File: src/rtl/bale_pkg.sv
// Shared types and constants for the bounded array list engine.
// Depends on nothing; every other file of the block imports it.
package bale_pkg;

  // Fixed field widths
  localparam int DATA_W   = 32;
  localparam int MODE_W   = 3;
  localparam int POS_W    = 8;
  localparam int SIZE_W   = 8;
  localparam int STATUS_W = 2;

  // Default list depth and the width of the cell-side index compares
  localparam int DEF_CAPACITY = 128;
  localparam int DEF_CMP_W    = 9;

  // Cells OR-ed together in the first level of the select tree
  localparam int GRP_SIZE = 32;

  // Operation codes on in_mode
  localparam logic [MODE_W-1:0] M_PUSH   = 3'd0;
  localparam logic [MODE_W-1:0] M_POP    = 3'd1;
  localparam logic [MODE_W-1:0] M_INSERT = 3'd2;
  localparam logic [MODE_W-1:0] M_ERASE  = 3'd3;
  localparam logic [MODE_W-1:0] M_RESIZE = 3'd4;
  localparam logic [MODE_W-1:0] M_ASSIGN = 3'd5;
  localparam logic [MODE_W-1:0] M_READ   = 3'd6;

  // Result status codes
  localparam logic [STATUS_W-1:0] ST_DONE    = 2'd0;
  localparam logic [STATUS_W-1:0] ST_IGNORED = 2'd1;
  localparam logic [STATUS_W-1:0] ST_REFUSED = 2'd2;

  // Update applied to every cell in the accept cycle
  typedef enum logic [2:0] {
    C_HOLD,
    C_PUSH,
    C_INSERT,
    C_ERASE,
    C_RESIZE,
    C_ASSIGN
  } cell_op_t;

  typedef struct packed {
    cell_op_t                  op;
    logic signed [DATA_W-1:0]  value;
  } cell_ctrl_t;

  // Sequencer states
  typedef enum logic [2:0] {
    S_IDLE   = 3'b001,
    S_GATHER = 3'b010,
    S_REDUCE = 3'b100
  } state_t;

endpackage

File: src/rtl/bale_cell.sv
// One list slot: holds one element, shifts with its neighbors on insert/erase
// and drives masked taps for the read and last-element select tree.
// Depends on bale_pkg.
module bale_cell #(
  parameter int IDX   = 0,
  parameter int CMP_W = bale_pkg::DEF_CMP_W
) (
  input  logic                                 clk,
  input  bale_pkg::cell_ctrl_t                 ctrl,
  input  logic [CMP_W-1:0]                     cur_count,
  input  logic [CMP_W-1:0]                     pos,
  input  logic [CMP_W-1:0]                     new_count,
  input  logic signed [bale_pkg::DATA_W-1:0]   left_data,
  input  logic signed [bale_pkg::DATA_W-1:0]   right_data,
  input  logic [CMP_W-1:0]                     rd_sel,
  input  logic                                 rd_en,
  input  logic [CMP_W-1:0]                     last_sel,
  input  logic                                 last_en,
  output logic signed [bale_pkg::DATA_W-1:0]   data_out,
  output logic signed [bale_pkg::DATA_W-1:0]   rd_tap,
  output logic signed [bale_pkg::DATA_W-1:0]   last_tap
);
  import bale_pkg::*;

  localparam logic [CMP_W-1:0] IDX_V  = CMP_W'(IDX);
  localparam logic [CMP_W-1:0] IDX_P1 = CMP_W'(IDX + 1);

  logic signed [DATA_W-1:0] data_r;
  logic signed [DATA_W-1:0] data_nxt;

  // Next value of this slot from its own index compares
  always_comb begin
    data_nxt = data_r;
    case (ctrl.op)
      C_PUSH: begin
        if (IDX_V == cur_count) data_nxt = ctrl.value;
      end
      C_INSERT: begin
        if (IDX_V == pos) data_nxt = ctrl.value;
        else if (IDX_V > pos && IDX_V <= cur_count) data_nxt = left_data;
      end
      C_ERASE: begin
        if (IDX_V >= pos && IDX_P1 < cur_count) data_nxt = right_data;
      end
      C_RESIZE: begin
        if (IDX_V >= cur_count && IDX_V < new_count) data_nxt = '0;
      end
      C_ASSIGN: begin
        if (IDX_V < new_count) data_nxt = ctrl.value;
      end
      default: data_nxt = data_r;
    endcase
  end

  always_ff @(posedge clk) begin
    data_r <= data_nxt;
  end

  // Taps for the select tree; zero unless this slot is the one picked
  assign data_out = data_r;
  assign rd_tap   = (rd_en && IDX_V == rd_sel) ? data_r : '0;
  assign last_tap = (last_en && IDX_V == last_sel) ? data_r : '0;

endmodule

File: config.mk
export PLATFORM = sky130hd
export DESIGN_NAME = bale_cell
export DESIGN_NICKNAME = d
export VERILOG_FILES = /design/src/rtl/bale_pkg.sv /design/src/rtl/bale_cell.sv
export SDC_FILE = /design/constraint.sdc
export NUM_CORES = 1
export LEC_CHECK = 0
export ABC_AREA = 0
export CORE_AREA = 2 2 94 96
export CTS_CLUSTER_SIZE = 14
export DETAILED_ROUTE_END_ITERATION = 10
export DIE_AREA = 0 0 96 98
export DONT_BUFFER_PORTS = 1
export PLACE_DENSITY = 0.45
export SYNTH_ARGS = -nofsm -noshare
export SYNTH_HDL_FRONTEND = slang
export SYNTH_SLANG_ARGS = --single-unit
File: constraint.sdc
create_clock -name clk -period 5.5 [get_ports clk]
set_input_delay 0.825 -clock clk [delete_from_list [all_inputs] [get_ports clk]]
set_output_delay 0.825 -clock clk [all_outputs]
set_load 0.02 [all_outputs]
After elaboration in Yosys (flattened, before gate mapping)

Index checks and enable logic that the tools add are counted.

Bits in registers: 32
Bits of input ports: 147
Output and inout port bits: 96
Word-level logic and storage cells: 37

$lt $le $gt $ge: 6
Equality and inequality tests: 10
Muxes and demuxes: 9
Reductions and logical operators: 11

Operators with widths:

| cell                 | count |
|---|---|
| $mux W32             | 8 |
| $pmux W32 S5         | 1 |
| $logic_not A9 Y1     | 4 |
| $ge A1 B9 Y1 const A | 2 |
| $lt A1 B9 Y1 const A | 2 |
| $gt A1 B9 Y1 const A | 1 |
| $le A1 B9 Y1 const A | 1 |
| $ne A2 B2 Y1 const B | 4 |
| $eq A3 B2 Y1 const B | 2 |
| $eq A3 B3 Y1 const B | 2 |
| $reduce_and A6 Y1    | 1 |
| $logic_and A1 B1 Y1  | 5 |
| $reduce_bool A5 Y1   | 1 |
| $eq A3 B1 Y1 const B | 1 |
| $ne A3 B3 Y1 const B | 1 |

Depth between registers and ports, before layout

Gate-level depths: netlist of run 1.

Depth in word-level cells: 5
Gate-level depth with buffers: 5
Depth with buffers taken out: 4

Worst setup path after synthesis of run 1

Ideal clock, no wire load.

Path type: input -> register
From: in pos[3]
To: reg data_r[0] (netlist: data_out[0]) (enable)
Setup time: 0.432 ns
Arrival: 3.262 ns
Required time: 5.068 ns
Setup slack: 1.807 ns
Cell stages on the path: 4
Path buffers: 0
Cell sequence: or4_4 > nor3_2 > nand3b_1 > a21oi_1

Word-level cells in the longest chain between the ends: 4
Elaborated cells between the ends (all ways): 8
Those cells by class: order compare (2); eq/ne (2); reduce/logical (4)

RTL lines:

| element                                                       | RTL line                         | text |
|---|---|---|
| start: declaration                                            | bale_cell.sv:11                  | `input logic [CMP_W-1:0] pos,` |
| $gt A1 B9 Y1 / $ge A1 B9 Y1 (equally long branches)           | bale_cell.sv:40, bale_cell.sv:43 |  |
| $logic_and A1 B1 Y1 (on tied branches)                        | bale_cell.sv:40, bale_cell.sv:43 |  |
| $ne A3 B3 Y1 (no line) / $ne A2 B2 Y1 (equally long branches) | --                               |  |
| $reduce_and A6 Y1 (no line) *                                 | --                               |  |
| end signal: assignment                                        | bale_cell.sv:56                  | `data_r <= data_nxt;` |
| end: declaration                                              | bale_cell.sv:28                  | `logic signed [DATA_W-1:0] data_r;` |

Every way passes the cells marked *; elsewhere a longest branch is shown, timed or not.
A chain may end at the register's enable or synchronous reset.

Worst setup path in the final report of run 1

From: in rd_sel[5]
To: out rd_tap[7] (netlist name)

Word-level cells in the longest chain between the ends: 3

RTL lines:

| element             | RTL line        | text |
|---|---|---|
| start: declaration  | bale_cell.sv:15 | `input logic [CMP_W-1:0] rd_sel,` |
| $logic_not A9 Y1    | bale_cell.sv:61 | `assign rd_tap = (rd_en && IDX_V == rd_sel) ? data_r : '0;` |
| $logic_and A1 B1 Y1 | bale_cell.sv:61 |  |
| $mux W32            | bale_cell.sv:61 |  |
| end: declaration    | bale_cell.sv:20 | `output logic signed [bale_pkg::DATA_W-1:0] rd_tap,` |

Every way passes these cells.

==> impl_results.md, run 1 <==
- Outcome: finished clean
- Count of clock tree sinks: 32
- First-pass GRT wire length: around 8900 um
- Peak VDD IR: 0.0759 mV
- Mux contribution to synthesized area: 0%
- Largest net degree at the start of global routing: 33
- Total negative slack: 0 ns
- Yosys cell types: 25
- Diodes inserted: 0
- Post-CTS resize count: 0
- Cells after Synth: around 200
- WHS: 0.755 ns
- Buf+Inv Stages, Crit Path: 0
- Worst-path clk slew: roughly 0.070 ns
- Port Buf Inserts: 0
- DP Cell Count: between 200 and 300
- RSZ-0062 raised after global routing: false
- Tot GR Track Use: 12.8%
- Max-cap check violation count: 0
- Clock tree buffer depth: 2
- Grt total ovfl: 0
- Synth Area in Adders: 0%
- Final Power: a little under 0.6 mW
- P per Cell Area: 248 mW/mm2
- Crit. End Element: primary output
- Total Nets Final: 345
- CTS root buffer: clkbuf_8
- Initial DRC Count: between 40 and 50
- Footprint of the multi-input gates: approximately 0.0012 mm2
- Die Wd: between 90 and 100 um
- Setup violators final: 0
- Synth Area in Simple Gates: 35.1%
- Max reg flops: 32
- CTS tree: built
- Synth area leader: edfxtp_1
- TritonRoute pass-1 iters: 5
- Critical path arrival: about 2.3 ns
- Area of the core: approximately 0.0085 mm2
- Leak: between 0.7 and 0.8 nW
- Post-synth EDFFs: 32
- Synthesized area: 0.00221 mm2
- Tightest Pin Transition: around 1.0 ns
- # DRC: 0
- Final WL: about 6500 um
- Synth async-reset ratio: 0%
- Synth-to-Final Area Change: 7.58%
- Antenna Nets Post-Route: 0
- Critical path type: in2out
- Die Y: around 100 um
- FP Rows: 34
- Startpoint types: input port
- Number of hold buffers added after CTS: 0
- Boundary pin count: 243
- FMAX: approximately 0.32 GHz
- Vias in the first global route: 1629
- CTS buffer count: 5
- Ys Warns: 0
- Worst min-delay path category: in2reg
- Register bit total from synthesis: 32
- Htree depth: 2
- Crit path max-delay family: simple AND/OR/NAND/NOR gates
- Vias after detailed routing: around 1700
- Fill cell total of the finished layout: roughly 890
- Critical Path Fanout Max: 32
- Fin. Hold Viols: 0
- Initial antenna violation count: 0
- Most common cell in the netlist: and2_1
- Top FF cell, synth: edfxtp_1
- Final GP Congestion: 0.776
- Synthesized net count: 352
- Final worst-path cycle share: between 50% and 60%
- Setup bufs post-CTS: 0
- CP cell instances: nor4_1, and4b_1, and2_1
- Post-DP HPWL: between 5000 and 6000 um
- Avg WL per Cell: around 21 um
- Sequential cell area: ~960 um2
- Layout cell share with drive strength beyond 1: ~9.0%
- Finished Layout Cells: between 300 and 400
- Commonest cells post-synth: 96 x and2_1, 32 x edfxtp_1, 30 x a221o_1
- Die footprint: ~0.0094 mm2
- Max stage delay on crit path: around 0.87 ns
- Register area share after synthesis: a little over two fifths
- CP required: approximately 4.7 ns
- Worst slew margin: slightly above 30%
- Largest family of logic cells by synthesized area: simple AND/OR/NAND/NOR gates
- Vias per cell: 5.52
- Top post-synthesis cells by area: edfxtp_1 43%, and2_1 27%, a221o_1 14%, buf_6 3.1%, nor4_1 2.0%
- Yosys top cell area share: 43.5%
- Synth Area in XOR/XNOR: 0%
- Minimum clock period: around 3.1 ns
- Post-synthesis compound-gate area fraction: between 15 and 20%
- Final Slew Violations: 0
- Mean Syn Cell Area: between 10 and 15 um2
- Initial Utilization: 26.1%
- Slowest cell on crit path: and4b_1
[cells in the final DEF, fill, tap and decap left out]
master     synthesis  final
clkinv_2           0      1
a2bb2oi_4          1      1
or4_4              1      1
nor3_1             2      1
and4b_1            2      2
nand3_1            1      1
and2_1            96     96
nand2b_1           1      1
nor4_1             7      7
buf_4              0      1
nor2_2             0      1
or2_2              1      1
nor3b_1            1      1
o31ai_1            1      1
or3_1              1      1
clkbuf_1           9      1
bufinv_16          0      1
nor2_1             4      3
nor4_4             1      1
edfxtp_1          32     32
a21oi_4            0      1
a221o_1           30     30
nor3_2             1      2
a221o_2            2      2
nand4_1            1      1
nand3b_1           1      1
inv_1              1      1
clkbuf_8           0      5
a31oi_1            1      1
[metal layers]
layer  vias to the layer above  wire length (um)  track usage, %
met5                         -                 0               0
met2                       154              3490            23.1
met1                       784              2350            14.5
li1                        751                 -               -
met4                         0                64            3.63
met3                         6               588            3.55
[power by group]
part	internal [mW]	switching (mW)	total [mW]
logic	0.0269	0.0266	0.0535
registers	0.287	0.0256	0.313
clock network	0.134	0.0889	0.223
total	0.449	0.141	0.590
[metrics by stage]
stage	setup slack [ns]	utilization, %	cell area (um2)
after global routing	2.12	28.1	2380
after global placement	2.40	26.8	2270
after CTS	2.34	28.1	2380
after floorplan	1.81	-	2210
final	2.35	28.1	2380
after detailed placement	2.32	26.8	2270
[final timing paths]
kind              cells after the start          from  slack [ns]           to
hold / removal                        1  left_data[7]        0.75  data_out[7]
setup / recovery                      3     rd_sel[5]        2.35    rd_tap[7]
[final cells by class]
cell class / instances / area share (%)
Clock inverter: 2 / 1.47
Tap cell: 108 / 5.68
Timing Repair Buffer: 1 / 0.316
Inverter: 1 / 0.158
Sequential cell: 32 / 40.4
Multi-Input combinational cell: 157 / 48.9
Clock buffer: 6 / 3.05
[logic make-up (layout without fill, tap and decap cells)]
| kind of cell | after synthesis | count (layout) |
|---|---|---|
| buffers and inverters | 16 | 10 |
| DFF | 32 | 32 |
| AOI/OAI and AO/OA | 36 | 36 |
| and+or+nand+nor | 121 | 121 |
(Power assumes the default switching activity.)
==> run 2, diff against run 1 <==
Clock period 5.5 ns to 3.2 ns, I/O delays scaled along.
==> run 2 against run 1 <==
  * Design area rose by 0.95%
  * Critical path depth rose by 1
  * Non-clock buffer count rose by 3
  * Sequential power rose by 72%
==> impl_results.md, run 2 (same netlist as run 1, synthesis figures left out) <==
- Area of the core: ~0.0085 mm2
- FP Rows: 34
- CTS tree: built
- Max-cap check violation count: 0
- Setup violators final: 0
- Commonest cells after routing, fill and taps aside: 96 x and2_1, 32 x edfxtp_1, 30 x a221o_1
- CTS root buffer: clkbuf_8
- Sw power: 0.245 mW
- Post-DP HPWL: between 5000 and 6000 um
- CP required: about 3.4 ns
- Pre-CTS WS: approximately 0.77 ns
- Minimum clock period: 2.13 ns
- Setup bufs post-CTS: 0
- FMAX: between 0.4 and 0.5 GHz
- Final worst-path cycle share: between 60% and 70%
- Die footprint: 0.00941 mm2
- Critical path arrival: roughly 2.3 ns
- Logic pwr share: ~8.8%
- Final GP Congestion: around 0.67
- Tightest Pin Transition: between 0.9 and 1 ns
- Worst slew margin: 35.4%
- Htree depth: 2
- Leak: approximately 0.81 nW
- Die Wd: between 90 and 100 um
- Crit. End Element: flop
- Max stage delay on crit path: between 0.6 and 0.7 ns
- Max reg flops: 32
- Initial DRC Count: 42
- RSZ-0062 raised after global routing: false
- Final Slew Violations: 0
- Port Buf Inserts: 0
- Final worst slack: 1.07 ns
- Critical Path Fanout Max: 32
- Avg WL per Cell: roughly 21 um
- Fin. Hold Viols: 0
- Boundary pin count: approximately 240
- WHS Path Cells: 1
- Sw Share: between 20% and 30%
- Util after Layout: between 20 and 30%
- Final WL: about 6500 um
- Final Power: between 1 and 1.5 mW
- Largest net degree at the start of global routing: 33
- # DRC: 0
- Number of hold buffers added after CTS: 0
- Die Y: around 100 um
- TritonRoute pass-1 iters: 4
- Startpoint types: input port
- Critical path type: in2reg
- Peak VDD IR: a little over 0.2 mV
- Commonest non-fill, non-tap cell in the layout: and2_1
- Initial Utilization: 26.1%
- Vias per cell: between 5 and 6
- Outcome: finished clean
- Clock tree buffer depth: 2
- Tot GR Track Use: 12.8%
- Layout cell share with drive strength beyond 1: between 10% and 20%
- Vias in the first global route: 1664
- First-pass GRT wire length: between 9000 and 10000 um
- CTS buffer count: 5
- Slowest cell on crit path: a2bb2oi_4
- Count of clock tree sinks: 32
- P per Cell Area: between 400 and 500 mW/mm2
- CP cell instances: or4_4, nor4_4, a2bb2oi_4, a221o_1
- Total Nets Final: ~350
- Worst min-delay path category: in2reg
- Diodes inserted: 0
- Antenna Nets Post-Route: 0
- Total negative slack: 0 ns
- Initial antenna violation count: 0
- Internal: roughly 0.77 mW
- Synth-to-Final Area Change: 8.60%
- Part of the power in registers: a little over half
- Clock power frac: 38.3%
- Worst-path clk slew: 0.08 ns
- Post-CTS resize count: 0
- Vias after detailed routing: around 1700
- Grt total ovfl: 0
[run 2: cell count changes in the layout (fill, tap and decap cells not counted)]
cell   previous run  this run
buf_4             1         4
[run 2: final cells by class]
cell class | count | area (um2)
repair buffers | 4 | 30.0
inverters | 1 | 3.75
clock buffers | 6 | 72.6
fillers | 878 | 6060
multi-input cells | 157 | 1160
flip-flops and latches | 32 | 961
clock inverters | 2 | 35.0
well taps | 108 | 135
[run 2: metrics by stage]
step	instance area, um2	instances	hold slack (ns)
after global placement	2290	302	0.695
after floorplan	2210	205	0.694
after CTS	2400	310	0.393
final	2400	310	0.406
after detailed placement	2290	302	0.698
after global routing	2400	310	0.382
[run 2: power by group through the flow]
stage | Clock (mW) | Sequential [mW] | Combinational [mW]
2_1_floorplan | 0 | 0.540 | 0.0825
3_3_place_gp | 0 | 0.548 | 0.0900
4_1_cts | 0.405 | 0.539 | 0.0906
3_5_place_dp | 0 | 0.548 | 0.0909
6_report | 0.390 | 0.537 | 0.0894
5_1_grt | 0.428 | 0.541 | 0.0992
[run 2: final timing paths]
kind | slack, ns | from | to
setup / recovery | 1.07 | pos[3] | data_out[14]
hold / removal | 0.41 | left_data[24] | data_out[24]
[run 2: critical path, delay by kind of cell]
kind	cells	cell delay (ns)
compound gates	2	0.95
simple gates	2	0.82
[run 2: routing by layer]
metal	track usage, %	vias to the layer above	share of wire [%]
li1	-	760	-
met5	0	-	0
met4	3.74	0	1.5
met2	23.0	149	53
met3	3.32	8	8.4
met1	14.8	795	37
==> run 3, diff against run 2 <==
Settings changed: ABC_AREA 0 to 1, PLACE_DENSITY 0.45 to 0.54.
Clock period 3.2 ns to 1.91 ns, I/O delays scaled along.
==> run 3 against run 2 <==
  * Design area rose by 46%
  * Sequential cell count did not move
  * Critical path depth rose by 1
  * Count of clock-buffer cells in the layout fell by 1
  * Clock power rose by 27%
  * Synthesized area rose by 26%
  * Combinational power rose to 3.3 times the previous value
  * Setup slack got worse by 0.65 ns
  * Synthesized cell count rose by 110%
  * Critical endpoint is now rd_tap[19]
  * Largest power group unchanged
==> impl_results.md, run 3 <==
- Outcome: finished clean
- Die Y: about 100 um
- Register bit total from synthesis: 32
- Yosys cell types: 21
- Number of hold buffers added after CTS: 0
- FMAX: 0.674 GHz
- Layout cell share with drive strength beyond 1: between 10% and 20%
- Port Buf Inserts: 0
- Sequential cell area: 961 um2
- Yosys top cell area share: between 30% and 40%
- Finished Layout Cells: 599
- Footprint of the multi-input gates: about 0.0014 mm2
- Fill cell total of the finished layout: around 910
- Critical path type: in2out
- Startpoint types: input port
- TritonRoute pass-1 iters: 5
- Most common cell in the netlist: nand3_1
- Synthesized area: 0.00279 mm2
- Worst min-delay path category: in2reg
- Post-DP HPWL: roughly 7700 um
- Crit. End Element: primary output
- Initial Utilization: 32.9%
- Final Slew Violations: 0
- Htree depth: 2
- Area of the core: 0.00847 mm2
- Final WL: 9850 um
- Minimum clock period: between 1 and 1.5 ns
- CTS root buffer: clkbuf_8
- Worst-path clk slew: around 0.07 ns
- Worst slew margin: between 60% and 70%
- Largest net degree at the start of global routing: 33
- Boundary pin count: 243
- Total negative slack: 0 ns
- Leak: between 1.5 and 2 nW
- CTS tree: built
- Clock tree buffer depth: 2
- Die footprint: roughly 0.0094 mm2
- DP Cell Count: slightly below 600
- Synthesized net count: between 500 and 600
- Tightest Pin Transition: roughly 0.56 ns
- Diodes inserted: 0
- Max reg flops: 32
- Commonest cells post-synth: 100 x nand3_1, 83 x nor2_1, 71 x nand2_1
- Antenna Nets Post-Route: 0
- Final GP Congestion: between 0.8 and 0.9
- P per Cell Area: just over 500 mW/mm2
- Vias per cell: about 5.1
- Die Wd: 96 um
- CP startpoint: rd_sel[3]
- Post-CTS resize count: 0
- Top FF cell, synth: edfxtp_1
- Commonest non-fill, non-tap cell in the layout: nand3_1
- RSZ-0062 raised after global routing: false
- Commonest cells after routing, fill and taps aside: 100 x nand3_1, 83 x nor2_1, 76 x buf_4
- Top post-synthesis cells by area: edfxtp_1 34%, nand3_1 18%, nor2_1 11%, nand2_1 9.6%, inv_1 9.2%
- Post-synth EDFFs: 32
- Total Nets Final: between 600 and 700
- Grt total ovfl: 0
- Avg WL per Cell: between 15 and 20 um
- CP Capture Point: rd_tap[19]
- Initial DRC Count: 106
- Setup violators final: 0
- Vias in the first global route: between 2000 and 3000
- Initial antenna violation count: 0
- CTS buffer count: 5
- Peak VDD IR: approximately 0.25 mV
- Register area share after synthesis: between 30% and 40%
- Vias after detailed routing: slightly above 3000
- # DRC: 0
- Synth area leader: edfxtp_1
- Cells after Synth: approximately 430
- CP required: 1.62 ns
- Critical path arrival: ~1.2 ns
- Synth async-reset ratio: 0%
- Max-cap check violation count: 0
- Count of clock tree sinks: 32
- Fin. Hold Viols: 0
- FP Rows: 34
- Critical Path Fanout Max: 32
- Mean Syn Cell Area: about 6.5 um2
- First-pass GRT wire length: 14700 um
- Ys Warns: 0
- Synth-to-Final Area Change: 25.4%
- Final worst-path cycle share: between 70 and 80%
- Setup bufs post-CTS: 0
- Tot GR Track Use: 20.3%
run 3: worst max-delay path, cell delays in order:
cell and delay (ns):
nor4_1 0.25, nand3_1 0.10, buf_4 0.25, nor2_1 0.14, buf_4 0.16
run 3: kinds of logic after synthesis:
| kind of cell | after synthesis | share of synthesized area (%) |
|---|---|---|
| simple gates | 267 | 41.9 |
| compound gates | 36 | 9.47 |
| flops | 32 | 34.5 |
| buf+inv | 97 | 14.1 |
run 3: how the worst min path moves through the flow:
stage              endpoint  cells after the start           start
3_3_place_gp   data_out[12]                      2        ctrl[12]
6_report       data_out[17]                      2        ctrl[17]
2_1_floorplan   data_out[0]                      2   right_data[0]
3_5_place_dp    data_out[2]                      2         ctrl[2]
5_1_grt        data_out[26]                      2  right_data[26]
4_1_cts         data_out[8]                      2         ctrl[8]
run 3: cell type report:
type	count	area share, %
Sequential cell	32	27.5
Timing Repair Buffer	78	17.5
Clock inverter	3	0.394
Tap cell	108	3.86
Inverter	70	7.51
Clock buffer	5	1.97
Multi-Input combinational cell	303	41.3
run 3: power breakdown:
part           switching (mW)  internal [mW]
registers               0.135          0.865
clock network           0.249          0.247
logic                   0.184          0.108
total                   0.567           1.22
run 3: per-layer routing:
layer | GRT usage (%) | vias to the layer above | part of all wire (%)
li1 | - | 1495 | -
met4 | 6.59 | 0 | 1.7
met5 | 0 | - | 0
met2 | 36.2 | 175 | 52
met3 | 4.86 | 11 | 10
met1 | 23.4 | 1373 | 36
run 3: metrics by stage:
step	instance area [um2]	worst slack, ns	hold WS (ns)	power [mW]	utilization [%]
after CTS	3500	0.432	0.199	1.81	41.3
after global routing	3500	0.238	0.202	1.88	41.3
after detailed placement	3410	0.335	0.497	1.31	40.3
after global placement	3410	0.387	0.491	1.30	40.3
final	3500	0.427	0.210	1.79	41.3
after floorplan	2800	0.128	0.489	1.22	-
